`config.mk`:
```
export PLATFORM = sky130hd
export DESIGN_NAME = congestion_window_controller_flat
export DESIGN_NICKNAME = d
export VERILOG_FILES = /design/src/cwc_pkg.sv /design/src/cwc_if.sv /design/src/cwc_front.sv /design/src/cwc_queue.sv /design/src/cwc_back.sv /design/src/congestion_window_controller.sv /design/src/flat_wrapper.sv
export SDC_FILE = /design/constraint.sdc
export NUM_CORES = 1
export LEC_CHECK = 0
export BUFFER_PORTS_ARGS = -buffer_cell sky130_fd_sc_hd__buf_2
export CORE_MARGIN = 10
export CORE_UTILIZATION = 60
export DETAILED_ROUTE_END_ITERATION = 12
export PLACE_DENSITY = 0.8
export SYNTH_ARGS = -nofsm -noshare
export SYNTH_HDL_FRONTEND = slang
export SYNTH_SLANG_ARGS = --single-unit
```
`constraint.sdc`:
```
create_clock -name clk_i -period 13 [get_ports clk_i]
set_clock_uncertainty 0.1 [all_clocks]
set_input_delay 1.95 -clock clk_i [delete_from_list [all_inputs] [get_ports clk_i]]
set_output_delay 1.95 -clock clk_i [all_outputs]
set_load 0.02 [all_outputs]
```
`src/cwc_pkg.sv`:
```
`timescale 1ns / 1ps
// ----------------------------------------------------------------------------
// Congestion window controller package
// Shared codes, constants and types of the congestion window controller.
// ----------------------------------------------------------------------------
package cwc_pkg;

  // Command codes on the input channel.
  localparam logic [1:0] CMD_SEND    = 2'd0;
  localparam logic [1:0] CMD_ACK     = 2'd1;
  localparam logic [1:0] CMD_TIMEOUT = 2'd2;

  // Configuration port.
  localparam int unsigned CFG_IDX_W  = 1;
  localparam int unsigned CFG_DATA_W = 17;
  localparam logic [CFG_IDX_W-1:0] REG_INIT_THRESH = 1'b0;
  localparam logic [CFG_IDX_W-1:0] REG_ADD_STEP    = 1'b1;

  localparam logic [15:0] INIT_THRESH_RESET = 16'd32;
  localparam logic [16:0] ADD_STEP_RESET    = 17'd2048;

  // Window arithmetic in Q16.16 packets.
  localparam logic [31:0] ONE_PACKET  = 32'h0001_0000;
  localparam logic [31:0] TWO_PACKETS = 32'h0002_0000;
  localparam logic [1:0]  DUP_LIMIT   = 2'd3;

  localparam int unsigned MAX_OUTSTANDING_DEF = 256;

  // Depth of the queue between front and back; a power of two.
  localparam int unsigned QUEUE_DEPTH = 2;

  typedef enum logic [1:0] {
    OP_SEND,
    OP_ACK,
    OP_TIMEOUT,
    OP_NOP
  } op_e;

  typedef struct packed {
    op_e         op;
    logic [31:0] ack_number;
  } item_t;

  typedef enum logic {
    BK_IDLE,
    BK_GROW
  } back_state_e;

  typedef struct packed {
    logic        send_granted;
    logic [31:0] granted_seqno;
    logic        retransmit;
    logic [31:0] retransmit_from;
    logic [31:0] retransmit_to;
    logic [31:0] window_now;
    logic [31:0] threshold_now;
    logic        in_slow_start;
    logic [8:0]  acked_count;
  } res_t;

endpackage

```
`src/cwc_if.sv`:
```
`timescale 1ns / 1ps
// ----------------------------------------------------------------------------
// Congestion window controller channels
// Command channel and result channel, each with valid and ready.
// ----------------------------------------------------------------------------
interface cwc_cmd_if;
  logic        valid;
  logic        ready;
  logic [1:0]  command;
  logic [31:0] ack_number;

  modport source (output valid, command, ack_number, input ready);
  modport sink   (input valid, command, ack_number, output ready);
endinterface

interface cwc_res_if;
  logic        valid;
  logic        ready;
  logic        send_granted;
  logic [31:0] granted_seqno;
  logic        retransmit;
  logic [31:0] retransmit_from;
  logic [31:0] retransmit_to;
  logic [31:0] window_now;
  logic [31:0] threshold_now;
  logic        in_slow_start;
  logic [8:0]  acked_count;

  modport source (output valid, send_granted, granted_seqno, retransmit, retransmit_from,
                  retransmit_to, window_now, threshold_now, in_slow_start, acked_count,
                  input ready);
  modport sink   (input valid, send_granted, granted_seqno, retransmit, retransmit_from,
                  retransmit_to, window_now, threshold_now, in_slow_start, acked_count,
                  output ready);
endinterface

```
`src/cwc_front.sv`:
```
`timescale 1ns / 1ps
// ----------------------------------------------------------------------------
// Congestion window controller front end
// Accepts command items, decodes them into operations and pushes them into
// the queue towards the back end.
// ----------------------------------------------------------------------------
module cwc_front
  import cwc_pkg::*;
(
  input  logic       clk_i,
  input  logic       rst_ni,
  cwc_cmd_if.sink    cmd_i,
  output logic       push_o,
  output item_t      push_item_o,
  input  logic       full_i
);

  logic  valid_q, valid_d;
  item_t item_q, item_d;
  logic  accept;
  op_e   op_dec;

  always_comb begin
    unique case (cmd_i.command)
      CMD_SEND:    op_dec = OP_SEND;
      CMD_ACK:     op_dec = OP_ACK;
      CMD_TIMEOUT: op_dec = OP_TIMEOUT;
      default:     op_dec = OP_NOP;
    endcase
  end

  assign push_o      = valid_q && !full_i;
  assign push_item_o = item_q;
  assign cmd_i.ready = !valid_q || !full_i;
  assign accept      = cmd_i.valid && cmd_i.ready;

  always_comb begin
    valid_d = valid_q;
    item_d  = item_q;
    if (push_o) begin
      valid_d = 1'b0;
    end
    if (accept) begin
      valid_d           = 1'b1;
      item_d.op         = op_dec;
      item_d.ack_number = cmd_i.ack_number;
    end
  end

  always_ff @(posedge clk_i or negedge rst_ni) begin
    if (!rst_ni) begin
      valid_q <= 1'b0;
    end else begin
      valid_q <= valid_d;
    end
  end

  always_ff @(posedge clk_i) begin
    item_q <= item_d;
  end

endmodule

```
`src/cwc_queue.sv`:
```
`timescale 1ns / 1ps
// ----------------------------------------------------------------------------
// Congestion window controller queue
// Short first-in first-out queue of decoded items between front and back.
// ----------------------------------------------------------------------------
module cwc_queue
  import cwc_pkg::*;
(
  input  logic  clk_i,
  input  logic  rst_ni,
  input  logic  push_i,
  input  item_t push_item_i,
  output logic  full_o,
  output logic  valid_o,
  output item_t head_o,
  input  logic  pop_i
);

  localparam int unsigned PtrW = (QUEUE_DEPTH > 1) ? $clog2(QUEUE_DEPTH) : 1;
  localparam int unsigned CntW = $clog2(QUEUE_DEPTH + 1);

  item_t            mem_q [QUEUE_DEPTH];
  logic [PtrW-1:0]  wr_ptr_q, wr_ptr_d;
  logic [PtrW-1:0]  rd_ptr_q, rd_ptr_d;
  logic [CntW-1:0]  count_q, count_d;
  logic             do_pop;

  assign full_o  = (count_q == CntW'(QUEUE_DEPTH));
  assign valid_o = (count_q != '0);
  assign head_o  = mem_q[rd_ptr_q];
  assign do_pop  = pop_i && valid_o;

  always_comb begin
    wr_ptr_d = wr_ptr_q;
    rd_ptr_d = rd_ptr_q;
    count_d  = count_q;
    if (push_i) begin
      wr_ptr_d = wr_ptr_q + PtrW'(1);
    end
    if (do_pop) begin
      rd_ptr_d = rd_ptr_q + PtrW'(1);
    end
    if (push_i && !do_pop) begin
      count_d = count_q + CntW'(1);
    end else if (!push_i && do_pop) begin
      count_d = count_q - CntW'(1);
    end
  end

  always_ff @(posedge clk_i or negedge rst_ni) begin
    if (!rst_ni) begin
      wr_ptr_q <= '0;
      rd_ptr_q <= '0;
      count_q  <= '0;
    end else begin
      wr_ptr_q <= wr_ptr_d;
      rd_ptr_q <= rd_ptr_d;
      count_q  <= count_d;
    end
  end

  always_ff @(posedge clk_i) begin
    if (push_i) begin
      mem_q[wr_ptr_q] <= push_item_i;
    end
  end

  // The front end never pushes into a full queue, so the fill never exceeds the depth.
  a_no_overflow: assert property (@(posedge clk_i) disable iff (!rst_ni)
    push_i |-> (!full_o || do_pop))
    else $error("queue pushed while full");

endmodule

```
`src/cwc_back.sv`:
```
`timescale 1ns / 1ps
// ----------------------------------------------------------------------------
// Congestion window controller back end
// Holds the window state, carries out sends, acks and timeouts, grows the
// window one acknowledged packet per cycle and registers the result.
// ----------------------------------------------------------------------------
module cwc_back
  import cwc_pkg::*;
#(
  parameter int unsigned MAX_OUTSTANDING = MAX_OUTSTANDING_DEF
) (
  input  logic                  clk_i,
  input  logic                  rst_ni,
  input  logic                  cfg_we_i,
  input  logic [CFG_IDX_W-1:0]  cfg_idx_i,
  input  logic [CFG_DATA_W-1:0] cfg_data_i,
  input  logic                  item_valid_i,
  input  item_t                 item_i,
  output logic                  pop_o,
  cwc_res_if.source             res_o
);

  localparam int unsigned CntW = $clog2(MAX_OUTSTANDING + 1);

  back_state_e      state_q, state_d;
  logic [31:0]      window_q, window_d;
  logic [31:0]      thr_q, thr_d;
  logic             mode_q, mode_d;
  logic [31:0]      oldest_q, oldest_d;
  logic [31:0]      next_q, next_d;
  logic [31:0]      dup_val_q, dup_val_d;
  logic [1:0]       dup_cnt_q, dup_cnt_d;
  logic [16:0]      step_q, step_d;
  logic [CntW-1:0]  grow_cnt_q, grow_cnt_d;
  logic [CntW-1:0]  acked_q, acked_d;
  logic [31:0]      ack_q, ack_d;
  logic             res_valid_q, res_valid_d;
  res_t             res_q, res_d;

  logic             slot_free;
  logic [31:0]      outs, outs_m1, ack_gap, take;
  logic             advance, is_advance, full, last_grow;
  logic [1:0]       dup_next;
  logic [32:0]      w_one, w_step, w_sum;
  logic             grow_mode;
  logic [31:0]      w_grown;
  logic [CntW+8:0]  acked_ext;

  assign slot_free = !res_valid_q || res_o.ready;
  assign pop_o     = (state_q == BK_IDLE) && item_valid_i && slot_free;

  // Classification of the head item against the current state.
  assign outs       = next_q - oldest_q;
  assign outs_m1    = outs - 32'd1;
  assign ack_gap    = item_i.ack_number - oldest_q;
  assign advance    = (outs != '0) && (ack_gap != '0) && !ack_gap[31];
  assign take       = (ack_gap < outs) ? ack_gap : outs;
  assign is_advance = (item_i.op == OP_ACK) && advance;
  assign full       = (outs >= 32'(MAX_OUTSTANDING)) ||
                      ((outs != '0) && ({outs_m1, 16'h0000} >= {16'h0000, window_q}));
  assign dup_next   = (item_i.ack_number == dup_val_q) ? (dup_cnt_q + 2'd1) : 2'd1;

  // One growth step: leave slow start once the next full packet would pass the threshold.
  assign w_one     = {1'b0, window_q} + {1'b0, ONE_PACKET};
  assign w_step    = {1'b0, window_q} + 33'(step_q);
  assign grow_mode = mode_q && !(w_one > {1'b0, thr_q});
  assign w_sum     = grow_mode ? w_one : w_step;
  assign w_grown   = w_sum[32] ? 32'hFFFF_FFFF : w_sum[31:0];
  assign last_grow = (grow_cnt_q == CntW'(1));
  assign acked_ext = {9'h000, acked_q};

  // Next state.
  always_comb begin
    state_d = state_q;
    unique case (state_q)
      BK_IDLE: begin
        if (pop_o && is_advance) begin
          state_d = BK_GROW;
        end
      end
      BK_GROW: begin
        if (last_grow) begin
          state_d = BK_IDLE;
        end
      end
      default: state_d = BK_IDLE;
    endcase
  end

  // Datapath and result register.
  always_comb begin
    window_d    = window_q;
    thr_d       = thr_q;
    mode_d      = mode_q;
    oldest_d    = oldest_q;
    next_d      = next_q;
    dup_val_d   = dup_val_q;
    dup_cnt_d   = dup_cnt_q;
    step_d      = step_q;
    grow_cnt_d  = grow_cnt_q;
    acked_d     = acked_q;
    ack_d       = ack_q;
    res_valid_d = res_valid_q && !res_o.ready;
    res_d       = res_q;

    if (state_q == BK_GROW) begin
      window_d   = w_grown;
      mode_d     = grow_mode;
      grow_cnt_d = grow_cnt_q - CntW'(1);
      if (last_grow) begin
        oldest_d              = oldest_q + 32'(acked_q);
        dup_val_d             = ack_q;
        dup_cnt_d             = 2'd0;
        res_valid_d           = 1'b1;
        res_d                 = '0;
        res_d.window_now      = w_grown;
        res_d.threshold_now   = thr_q;
        res_d.in_slow_start   = grow_mode;
        res_d.acked_count     = acked_ext[8:0];
      end
    end else if (pop_o) begin
      res_d = '0;
      case (item_i.op)
        OP_SEND: begin
          if (!full) begin
            res_d.send_granted  = 1'b1;
            res_d.granted_seqno = next_q;
            next_d              = next_q + 32'd1;
          end
        end
        OP_ACK: begin
          if (advance) begin
            grow_cnt_d = take[CntW-1:0];
            acked_d    = take[CntW-1:0];
            ack_d      = item_i.ack_number;
          end else if (outs != '0) begin
            dup_val_d = item_i.ack_number;
            dup_cnt_d = dup_next;
            if (dup_next == DUP_LIMIT) begin
              dup_cnt_d = 2'd0;
              if (window_q >= TWO_PACKETS) begin
                window_d = window_q >> 1;
                thr_d    = window_q >> 1;
              end
              mode_d                = 1'b0;
              res_d.retransmit      = 1'b1;
              res_d.retransmit_from = oldest_q;
              res_d.retransmit_to   = next_q - 32'd1;
            end
          end
        end
        OP_TIMEOUT: begin
          if (outs != '0) begin
            if (thr_q >= TWO_PACKETS) begin
              thr_d = window_q >> 1;
            end
            window_d              = ONE_PACKET;
            mode_d                = 1'b1;
            res_d.retransmit      = 1'b1;
            res_d.retransmit_from = oldest_q;
            res_d.retransmit_to   = next_q - 32'd1;
          end
        end
        default: begin
        end
      endcase
      // An advancing ack reports only after its growth steps.
      if (!is_advance) begin
        res_valid_d         = 1'b1;
        res_d.window_now    = window_d;
        res_d.threshold_now = thr_d;
        res_d.in_slow_start = mode_d;
      end
    end

    // The user must write configuration only while no item is in flight; the block itself does not enforce this.
    if (cfg_we_i) begin
      if (cfg_idx_i == REG_INIT_THRESH) begin
        thr_d = {cfg_data_i[15:0], 16'h0000};
      end else if (cfg_idx_i == REG_ADD_STEP) begin
        step_d = cfg_data_i[16:0];
      end
    end
  end

  always_ff @(posedge clk_i or negedge rst_ni) begin
    if (!rst_ni) begin
      state_q     <= BK_IDLE;
      window_q    <= ONE_PACKET;
      thr_q       <= {INIT_THRESH_RESET, 16'h0000};
      mode_q      <= 1'b1;
      oldest_q    <= 32'd1;
      next_q      <= 32'd1;
      dup_val_q   <= '0;
      dup_cnt_q   <= '0;
      step_q      <= ADD_STEP_RESET;
      grow_cnt_q  <= '0;
      res_valid_q <= 1'b0;
    end else begin
      state_q     <= state_d;
      window_q    <= window_d;
      thr_q       <= thr_d;
      mode_q      <= mode_d;
      oldest_q    <= oldest_d;
      next_q      <= next_d;
      dup_val_q   <= dup_val_d;
      dup_cnt_q   <= dup_cnt_d;
      step_q      <= step_d;
      grow_cnt_q  <= grow_cnt_d;
      res_valid_q <= res_valid_d;
    end
  end

  always_ff @(posedge clk_i) begin
    acked_q <= acked_d;
    ack_q   <= ack_d;
    res_q   <= res_d;
  end

  assign res_o.valid           = res_valid_q;
  assign res_o.send_granted    = res_q.send_granted;
  assign res_o.granted_seqno   = res_q.granted_seqno;
  assign res_o.retransmit      = res_q.retransmit;
  assign res_o.retransmit_from = res_q.retransmit_from;
  assign res_o.retransmit_to   = res_q.retransmit_to;
  assign res_o.window_now      = res_q.window_now;
  assign res_o.threshold_now   = res_q.threshold_now;
  assign res_o.in_slow_start   = res_q.in_slow_start;
  assign res_o.acked_count     = res_q.acked_count;

  a_grow_count: assert property (@(posedge clk_i) disable iff (!rst_ni)
    (state_q == BK_GROW) |-> (grow_cnt_q != '0))
    else $error("growth loop running with no packets left");

  a_window_floor: assert property (@(posedge clk_i) disable iff (!rst_ni)
    window_q >= ONE_PACKET)
    else $error("window fell below one packet");

  a_outstanding: assert property (@(posedge clk_i) disable iff (!rst_ni)
    (next_q - oldest_q) <= 32'(MAX_OUTSTANDING))
    else $error("more packets outstanding than allowed");

endmodule

```
`src/congestion_window_controller.sv`:
```
`timescale 1ns / 1ps
// ----------------------------------------------------------------------------
// Congestion window controller
// Sender-side window control: grants sends, grows the window on acks, reacts
// to the third duplicate ack and to timeouts with a retransmit range.
// ----------------------------------------------------------------------------
// Path: a send, timeout or non-advancing ack passes the front register, the
//   queue and the result register; an advancing ack adds a growth step per packet.
// Throughput: one item per cycle for single-step items while results are taken;
//   an advancing ack holds the back end for its growth steps (one-step adder).
// Reset: asynchronous, active low; window one packet, threshold 32 packets,
//   slow start, sequence numbers at one, queue and result register empty.
// ----------------------------------------------------------------------------
module congestion_window_controller
  import cwc_pkg::*;
#(
  parameter int unsigned MAX_OUTSTANDING = MAX_OUTSTANDING_DEF
) (
  input  logic                  clk_i,
  input  logic                  rst_ni,
  input  logic                  cfg_we_i,
  input  logic [CFG_IDX_W-1:0]  cfg_idx_i,
  input  logic [CFG_DATA_W-1:0] cfg_data_i,
  cwc_cmd_if.sink               cmd_i,
  cwc_res_if.source             res_o
);

  logic  push;
  item_t push_item;
  logic  q_full;
  logic  q_valid;
  item_t q_head;
  logic  pop;

  cwc_front u_front (
    .clk_i       (clk_i),
    .rst_ni      (rst_ni),
    .cmd_i       (cmd_i),
    .push_o      (push),
    .push_item_o (push_item),
    .full_i      (q_full)
  );

  cwc_queue u_queue (
    .clk_i       (clk_i),
    .rst_ni      (rst_ni),
    .push_i      (push),
    .push_item_i (push_item),
    .full_o      (q_full),
    .valid_o     (q_valid),
    .head_o      (q_head),
    .pop_i       (pop)
  );

  cwc_back #(
    .MAX_OUTSTANDING (MAX_OUTSTANDING)
  ) u_back (
    .clk_i        (clk_i),
    .rst_ni       (rst_ni),
    .cfg_we_i     (cfg_we_i),
    .cfg_idx_i    (cfg_idx_i),
    .cfg_data_i   (cfg_data_i),
    .item_valid_i (q_valid),
    .item_i       (q_head),
    .pop_o        (pop),
    .res_o        (res_o)
  );

endmodule

```
`src/flat_wrapper.sv`:
```
// flat-port wrapper written by rule: the top's interface ports become plain ports
module congestion_window_controller_flat import cwc_pkg::*;
#(
  parameter int unsigned MAX_OUTSTANDING = MAX_OUTSTANDING_DEF
)
  (clk_i, rst_ni, cfg_we_i, cfg_idx_i, cfg_data_i, cmd_i_valid, cmd_i_command, cmd_i_ack_number, cmd_i_ready, res_o_valid, res_o_send_granted, res_o_granted_seqno, res_o_retransmit, res_o_retransmit_from, res_o_retransmit_to, res_o_window_now, res_o_threshold_now, res_o_in_slow_start, res_o_acked_count, res_o_ready);
  cwc_cmd_if cmd_i_i ();
  cwc_res_if res_o_i ();
  input  logic clk_i;
  input  logic rst_ni;
  input  logic cfg_we_i;
  input  logic [CFG_IDX_W-1:0] cfg_idx_i;
  input  logic [CFG_DATA_W-1:0] cfg_data_i;
  input wire logic [$bits(cmd_i_i.valid)-1:0] cmd_i_valid;
  input wire logic [$bits(cmd_i_i.command)-1:0] cmd_i_command;
  input wire logic [$bits(cmd_i_i.ack_number)-1:0] cmd_i_ack_number;
  output wire logic [$bits(cmd_i_i.ready)-1:0] cmd_i_ready;
  output wire logic [$bits(res_o_i.valid)-1:0] res_o_valid;
  output wire logic [$bits(res_o_i.send_granted)-1:0] res_o_send_granted;
  output wire logic [$bits(res_o_i.granted_seqno)-1:0] res_o_granted_seqno;
  output wire logic [$bits(res_o_i.retransmit)-1:0] res_o_retransmit;
  output wire logic [$bits(res_o_i.retransmit_from)-1:0] res_o_retransmit_from;
  output wire logic [$bits(res_o_i.retransmit_to)-1:0] res_o_retransmit_to;
  output wire logic [$bits(res_o_i.window_now)-1:0] res_o_window_now;
  output wire logic [$bits(res_o_i.threshold_now)-1:0] res_o_threshold_now;
  output wire logic [$bits(res_o_i.in_slow_start)-1:0] res_o_in_slow_start;
  output wire logic [$bits(res_o_i.acked_count)-1:0] res_o_acked_count;
  input wire logic [$bits(res_o_i.ready)-1:0] res_o_ready;
  assign cmd_i_i.valid = cmd_i_valid;
  assign cmd_i_i.command = cmd_i_command;
  assign cmd_i_i.ack_number = cmd_i_ack_number;
  assign cmd_i_ready = cmd_i_i.ready;
  assign res_o_valid = res_o_i.valid;
  assign res_o_send_granted = res_o_i.send_granted;
  assign res_o_granted_seqno = res_o_i.granted_seqno;
  assign res_o_retransmit = res_o_i.retransmit;
  assign res_o_retransmit_from = res_o_i.retransmit_from;
  assign res_o_retransmit_to = res_o_i.retransmit_to;
  assign res_o_window_now = res_o_i.window_now;
  assign res_o_threshold_now = res_o_i.threshold_now;
  assign res_o_in_slow_start = res_o_i.in_slow_start;
  assign res_o_acked_count = res_o_i.acked_count;
  assign res_o_i.ready = res_o_ready;
  congestion_window_controller #(.MAX_OUTSTANDING(MAX_OUTSTANDING)) u_core (.clk_i(clk_i), .rst_ni(rst_ni), .cfg_we_i(cfg_we_i), .cfg_idx_i(cfg_idx_i), .cfg_data_i(cfg_data_i), .cmd_i(cmd_i_i), .res_o(res_o_i));
endmodule
```
Word-level counts from Yosys, hierarchy flattened
Memory sizes are Yosys's and may differ from the RTL's.
Cells that the tools add are included.
Widths: inputs -> output; s select.
{"block": "classes", "add_sub_neg": 14, "bitwise": 2, "n_reduce_logical": 43, "order_cmp": 6, "n_eq_ne": 10, "mux": 72}
{"cell": "$mux 32", "n": 24}
{"cell": "$mux 172", "n": 3}
{"cell": "$mux 65", "n": 5}
{"cell": "$pmux 65 s2", "n": 1}
{"cell": "$pmux 32 s2", "n": 2}
{"cell": "$mux 33", "n": 3}
{"cell": "$ge 32x18->1 const B", "n": 2}
{"cell": "$reduce_bool 32->1", "n": 2}
{"cell": "$sub 32x1->32 const B", "n": 2}
{"cell": "$sub 32x32->32", "n": 2}
{"cell": "$ge 48x32->1", "n": 1}
{"cell": "$mux 9", "n": 5}
{"cell": "$add 32x17->33", "n": 1}
{"cell": "$add 32x17->33 const B", "n": 1}
{"cell": "$gt 33x32->1", "n": 1}
{"cell": "$add 32x1->32 const B", "n": 1}
{"cell": "$add 32x9->32", "n": 1}
{"cell": "$eq 32x32->1", "n": 1}
{"cell": "$ge 32x9->1 const B", "n": 1}
{"cell": "$lt 32x32->1", "n": 1}
{"cell": "$mux 2", "n": 10}
{"cell": "$mux 1", "n": 16}
{"cell": "$logic_and 1x1->1", "n": 14}
{"cell": "$reduce_bool 2->1", "n": 7}
{"cell": "19 further kinds", "n": 40}
{"block": "totals", "in_bits": 57, "ff_bits": 443, "ram_bits": 68, "memories": 1, "out_inout_bits": 174}
{"name": "u_core.u_queue.mem_q", "depth": 2, "width": 34, "read_ports": 1, "rd_clocked_by_memory_dff": 0, "wr": 1, "line": "cwc_queue.sv:22", "text": "item_t mem_q [QUEUE_DEPTH];"}

Depth between registers and ports, before layout
An unclocked memory read counts as a cell.
{"block": "depth", "word_depth": 12, "ltp_mapped": 28}

By module
Synthesis repeated with hierarchy kept, for this count alone.
{"block": "unflattened", "cells_unflattened": 3054, "area_unflattened_um2": 31591.5}
{"module": "cwc_back", "area_each_um2": 27719.1, "seq_area_each_um2": 11183.2, "cells_per_inst": 2891, "instances": 1}
{"module": "cwc_queue", "area_each_um2": 2793.9, "seq_area_each_um2": 2142.1, "cells_per_inst": 122, "instances": 1}
{"module": "cwc_front", "area_each_um2": 1078.5, "seq_area_each_um2": 1046.0, "cells_per_inst": 41, "instances": 1}

Worst setup path before layout
Ideal clock, no wire load.
{"block": "synth_timing", "path_kind": "input port to flip-flop", "startpoint": "input port res_o_ready", "endpoint": "register u_core.u_back.res_q (netlist bit u_core.u_back.res_o.acked_count[0]) (enable)", "arrival_ns": 5.418, "slack_ns": 6.078, "cell_stages": 5, "path_buffers": 1, "setup_ns": 1.404, "t_required_ns": 11.496, "cell_sequence": "nor2b_1 > nor3_1 > inv_1 > clkbuf_1 > nand2_1"}
{"block": "synth_between", "elab_chain_cells": 4}
{"element": "from (decl)", "line": "flat_wrapper.sv:28", "text": "input wire logic [$bits(res_o_i.ready)-1:0] res_o_ready;"}
{"element": "$logic_or 1x1->1", "line": "cwc_back.sv:49", "text": "assign slot_free = !res_valid_q || res_o.ready;"}
{"element": "$logic_and 1x1->1", "line": "cwc_back.sv:50", "text": "assign pop_o = (state_q == BK_IDLE) && item_valid_i && slot_free;"}
{"element": "$reduce_bool 2->1 (no line)"}
{"element": "$reduce_and 2->1 (no line)"}
{"element": "to (signal assigned)", "line": "cwc_back.sv:217", "text": "res_q <= res_d;"}
{"element": "to (decl)", "line": "cwc_back.sv:38", "text": "res_t res_q, res_d;"}
Every way passes these cells.
A chain may end at the register's enable or synchronous reset.

Worst setup path in the final report
{"block": "layout_timing", "startpoint": "register u_core.u_queue.rd_ptr_q", "endpoint": "register u_core.u_back.grow_cnt_q[3]"}
{"block": "layout_between", "elab_chain_cells": 8}
{"element": "from (decl)", "line": "cwc_queue.sv:24", "text": "logic [PtrW-1:0] rd_ptr_q, rd_ptr_d;"}
{"element": "from (signal assigned)", "line": "cwc_queue.sv:57", "text": "rd_ptr_q <= rd_ptr_d;"}
{"element": "$mem_v2 2x34 *"}
{"element": "$sub 32x32->32", "line": "cwc_back.sv:55", "text": "assign ack_gap = item_i.ack_number - oldest_q;"}
{"element": "$lt 32x32->1", "line": "cwc_back.sv:57", "text": "assign take = (ack_gap < outs) ? ack_gap : outs;"}
{"element": "$mux 9", "line": "cwc_back.sv:57"}
{"element": "$mux 9", "line": "cwc_back.sv:132", "text": "if (advance) begin"}
{"element": "$mux 9", "line": "cwc_back.sv:123", "text": "case (item_i.op)"}
{"element": "$mux 9", "line": "cwc_back.sv:121", "text": "end else if (pop_o) begin"}
{"element": "$mux 9", "line": "cwc_back.sv:106", "text": "if (state_q == BK_GROW) begin"}
{"element": "to (signal assigned)", "line": "cwc_back.sv:209", "text": "grow_cnt_q <= grow_cnt_d;"}
{"element": "to (decl)", "line": "cwc_back.sv:34", "text": "logic [CntW-1:0] grow_cnt_q, grow_cnt_d;"}
Mark *: on every way between the ends. The rest lies on a longest branch, timed or not. The select of a mux whose other input is x is not followed.

==> results_dict.tcl <==
set metrics [dict create \
    std_cell_rows 83 \
    worstSetupPathType "reg2reg" \
    synthArstFlopShare 0.384 \
    depth_of_the_worst_register_to_register_path 21 \
    cp_num_buf_inv 2 \
    timing.final.hold_violations 0 \
    critical_path.reg2reg.startpoint "u_core.u_queue.rd_ptr_q$_DFFE_PN0P_" \
    number_of_gates_given_a_new_drive_strength_after_cts 0 \
    globalRouteTotalUtil 0.306 \
    tritoncts "yes" \
    timing.critical_path.depth 21 \
    antennaDiodeCount 0 \
    max_stage_delay_ns 0.53 \
    synth_seq_area_share 0.464 \
    syn2layout_area_growth_pct 10.7 \
    synthTopCellsByArea "edfxtp_1 31%, dfrtp_1 15%, ha_1 6.9%, xnor2_1 4.4%, a21oi_1 2.7%" \
    clock_path_buffers 3 \
    cp_max_fo 35 \
    routedWlPerCell_um 25.0 \
    number_of_distinct_library_cells_after_synthesis 106 \
    finalNetCount 3358 \
    whs_path_depth 0 \
    clock_tree.root_cell "clkbuf_16" \
    routed_wl_um 96100 \
    slowest_stage "mux2i_1" \
    maxCapViolCount 0 \
    finish.cell_count_without_fillers 3850 \
    ir_drop_mv 0.154 \
    cts_hold_buffers 0 \
    remaining_drc_errors 0 \
    antenna_left 0 \
    grt_antenna_before_repair 2 \
    global_route_wire_length_before_repair_um 146000 \
    post_synth_instance_area_sq_um 31000 \
    cts_max_level 2 \
    worstHoldStart "u_core.u_front.push_item_o[28]$_DFFE_PP_" \
    via_count_of_the_first_global_routing_pass 24800 \
    required_ns 13.39 \
    worst_setup_path_start_kind "flop" \
    hpwl_um 70400 \
    dieHeight_um 247 \
    timing.critical_path.cells "buf_4 > mux2i_1 > ha_1 > inv_1 > fa_1 > a211oi_2 > o21bai_1 > a21oi_1 > nor2_1 > nor2_1 > xnor2_1 > ha_1 > nor4_1 > a31oi_1 > maj3_1 > maj3_1 > a31o_2 > a221oi_1 > a21oi_1 > and2_0 > a221o_1" \
    worst_path_dominant_cell_family "compound AO/OA/AOI/OAI gates" \
    gate_count_after_technology_mapping 2984 \
    final_max_slew_viol_count 0 \
    max_freq_mhz 151 \
    place.gp.congestion 1.01 \
    setup_repair_after_global_routing_missed_its_margin "false" \
    synth-edff-count 315 \
    syn_area_per_cell_sq_um 10.4 \
    power.total_mw 5.33 \
    power.density_nw_per_um2 155 \
    grt_remaining_overflow 0 \
    worstHoldPathType "reg2reg" \
    io_pins 231 \
    start_util 0.605 \
    drt_first_pass_iters 7 \
    worst-endpoint-arrival_ns 7.01 \
    post_place_cells 3752 \
    syn_nets 3215 \
    yosys_most_used_dff "edfxtp_1" \
    clk_latency_worst_skew_pair_ns 0.61 \
    port_buffers 230 \
    synth_warnings 0 \
    cts.sink_count 511 \
    drive_above_1_share 0.152 \
    yosysTopAreaCell "edfxtp_1" \
    final-setup-viol-count 0 \
    dieWidth_um 247 \
    die_area_sq_um 61100 \
    worst_setup_hold_path_clk_slew_ns 0.07 \
    synth_seq_cells 511 \
    synthMostInstantiatedCell "edfxtp_1" \
    detail_route.vias_per_cell 6.59 \
    first_iter_violations 2685 \
    postCtsSetupRepairBufs 0 \
    leakage_nw 13.0 \
    reg2reg_to "u_core.u_back.grow_cnt_q[3]$_DFFE_PN0P_" \
    setup_tns_ns 0 \
    netlist.area_leader.share 0.305 \
    setup.reg_to_reg.worst_slack_ns 6.38 \
    via_count 25400 \
    tritoncts.num_buffers 52 \
    fin_crit_sh 0.509 \
    max_slew_margin 0.0622 \
    timing_worst_slew_pin_value_ns 1.40 \
    worst_hold_margin_ns 0.339 \
    run_status "finished, final reports clean" \
    worst_hold_path.endpoint "u_core.u_queue.mem_q[1][28]$_DFFE_PP_" \
    fp.coreArea_sq_um 51200 \
    maximum_number_of_pins_on_one_net_before_global_route_repair 106 \
    final.min_clock_period_ns 6.62 \
    final_core_util 0.670 \
    crit_path_end_kind "flop" \
    netlist_top_cells_count "315 x edfxtp_1, 224 x nor2_1, 193 x nand2_1, 190 x dfrtp_1, 170 x ha_1" \
]
[layer usage]
| layer | GRT usage | vias up | share of wire |
|---|---|---|---|
| met1 | 0.391 | 12300 | 0.39 |
| met4 | 0.140 | 2 | 0.051 |
| met3 | 0.0580 | 315 | 0.091 |
| met2 | 0.499 | 1331 | 0.47 |
| met5 | 0 | - | 0.00014 |
| li1 | - | 11400 | - |
[worst max path at each step]
stage	start	endpoint
floorplan	res_o_ready	u_core.u_back.res_o.acked_count[0]$_SDFFCE_PN0P_
global placement	u_core.u_queue.rd_ptr_q$_DFFE_PN0P_	u_core.u_back.grow_cnt_q[8]$_DFFE_PN0P_
detailed placement	u_core.u_queue.rd_ptr_q$_DFFE_PN0P_	u_core.u_back.grow_cnt_q[3]$_DFFE_PN0P_
CTS	u_core.u_queue.rd_ptr_q$_DFFE_PN0P_	u_core.u_back.grow_cnt_q[3]$_DFFE_PN0P_
global route	u_core.u_queue.rd_ptr_q$_DFFE_PN0P_	u_core.u_back.grow_cnt_q[8]$_DFFE_PN0P_
finish	u_core.u_queue.rd_ptr_q$_DFFE_PN0P_	u_core.u_back.grow_cnt_q[3]$_DFFE_PN0P_
[cells in the final DEF (no fill, tap or decap), types with 9 or more instances in the layout]
cell type,n
a211oi_1,19
a21o_1,52
a21oi_1,168
a21oi_2,10
a221o_1,74
a22o_1,18
a31oi_1,18
and2_1,78
and3_1,34
and4_1,11
buf_2,229
buf_4,28
bufinv_16,9
clkbuf_16,53
clkinv_1,9
dfrtp_1,189
edfxtp_1,315
ha_1,170
inv_1,150
mux2_2,57
mux2i_1,62
nand2_1,192
nand2b_1,22
nand3_1,78
nand4_1,56
nor2_1,223
nor2b_1,22
nor3_1,63
nor4_1,48
o211ai_1,82
o21a_1,25
o21ai_0,101
o21ai_1,13
o221ai_1,9
o22ai_1,15
or2_2,10
or3_1,15
xnor2_1,154
xor2_1,71
[area by class of cell]
type                            count  area, sq um
Fill cell                        3856        16900
Multi-Input combinational cell   2148        15300
Sequential cell                   511        14400
Timing Repair Buffer              259         1380
Clock buffer                       58         1350
Tap cell                          680          851
Inverter                          155          582
Clock inverter                     39          464
[kinds of logic (layout without fill, tap and decap cells)]
family	after synthesis	count (layout)	share of synthesized area
buffers and inverters	325	511	0.0434
adder cells (fa/ha/maj)	178	178	0.0725
XOR/XNOR	225	225	0.0636
AND/OR/NAND/NOR	902	902	0.149
multiplexers	119	119	0.0407
AO/OA/AOI/OAI	724	724	0.167
flip-flops	511	511	0.464
[flip-flops by register name (all words and copies together), names as in the netlist, 2 cells and up]
name and cells:
u_core.u_back.res_o.granted_seqno 32, u_core.u_back.res_o.threshold_now 32, u_core.u_back.next_q 32, u_core.u_back.window_q 32, u_core.u_queue.mem_q 68, u_core.u_back.res_o.acked_count 9
u_core.u_queue.count_q 2, u_core.u_front.push_item_o 34, u_core.u_back.step_q 17, u_core.u_back.res_o.window_now 32, u_core.u_back.acked_q 9, u_core.u_back.ack_q 32
u_core.u_back.oldest_q 32, u_core.u_back.res_o.retransmit_from 32, u_core.u_back.res_o.retransmit_to 32, u_core.u_back.dup_cnt_q 2, u_core.u_back.grow_cnt_q 9, u_core.u_back.dup_val_q 32
u_core.u_back.thr_q 32
[power breakdown]
part | total (mW) | internal, mW | switching, mW
combinational | 1.66 | 0.652 | 1.01
clock | 1.59 | 0.931 | 0.655
sequential | 2.09 | 1.93 | 0.164
[through the flow]
stage                     setup slack [ns]  area [sq um]
final                                 6.38         34300
after global routing                  5.80         34300
after floorplan                       6.08         31000
after global placement                6.57         32500
after detailed placement              6.41         32500
after CTS                             6.38         34300
(Power assumes the default switching activity.)
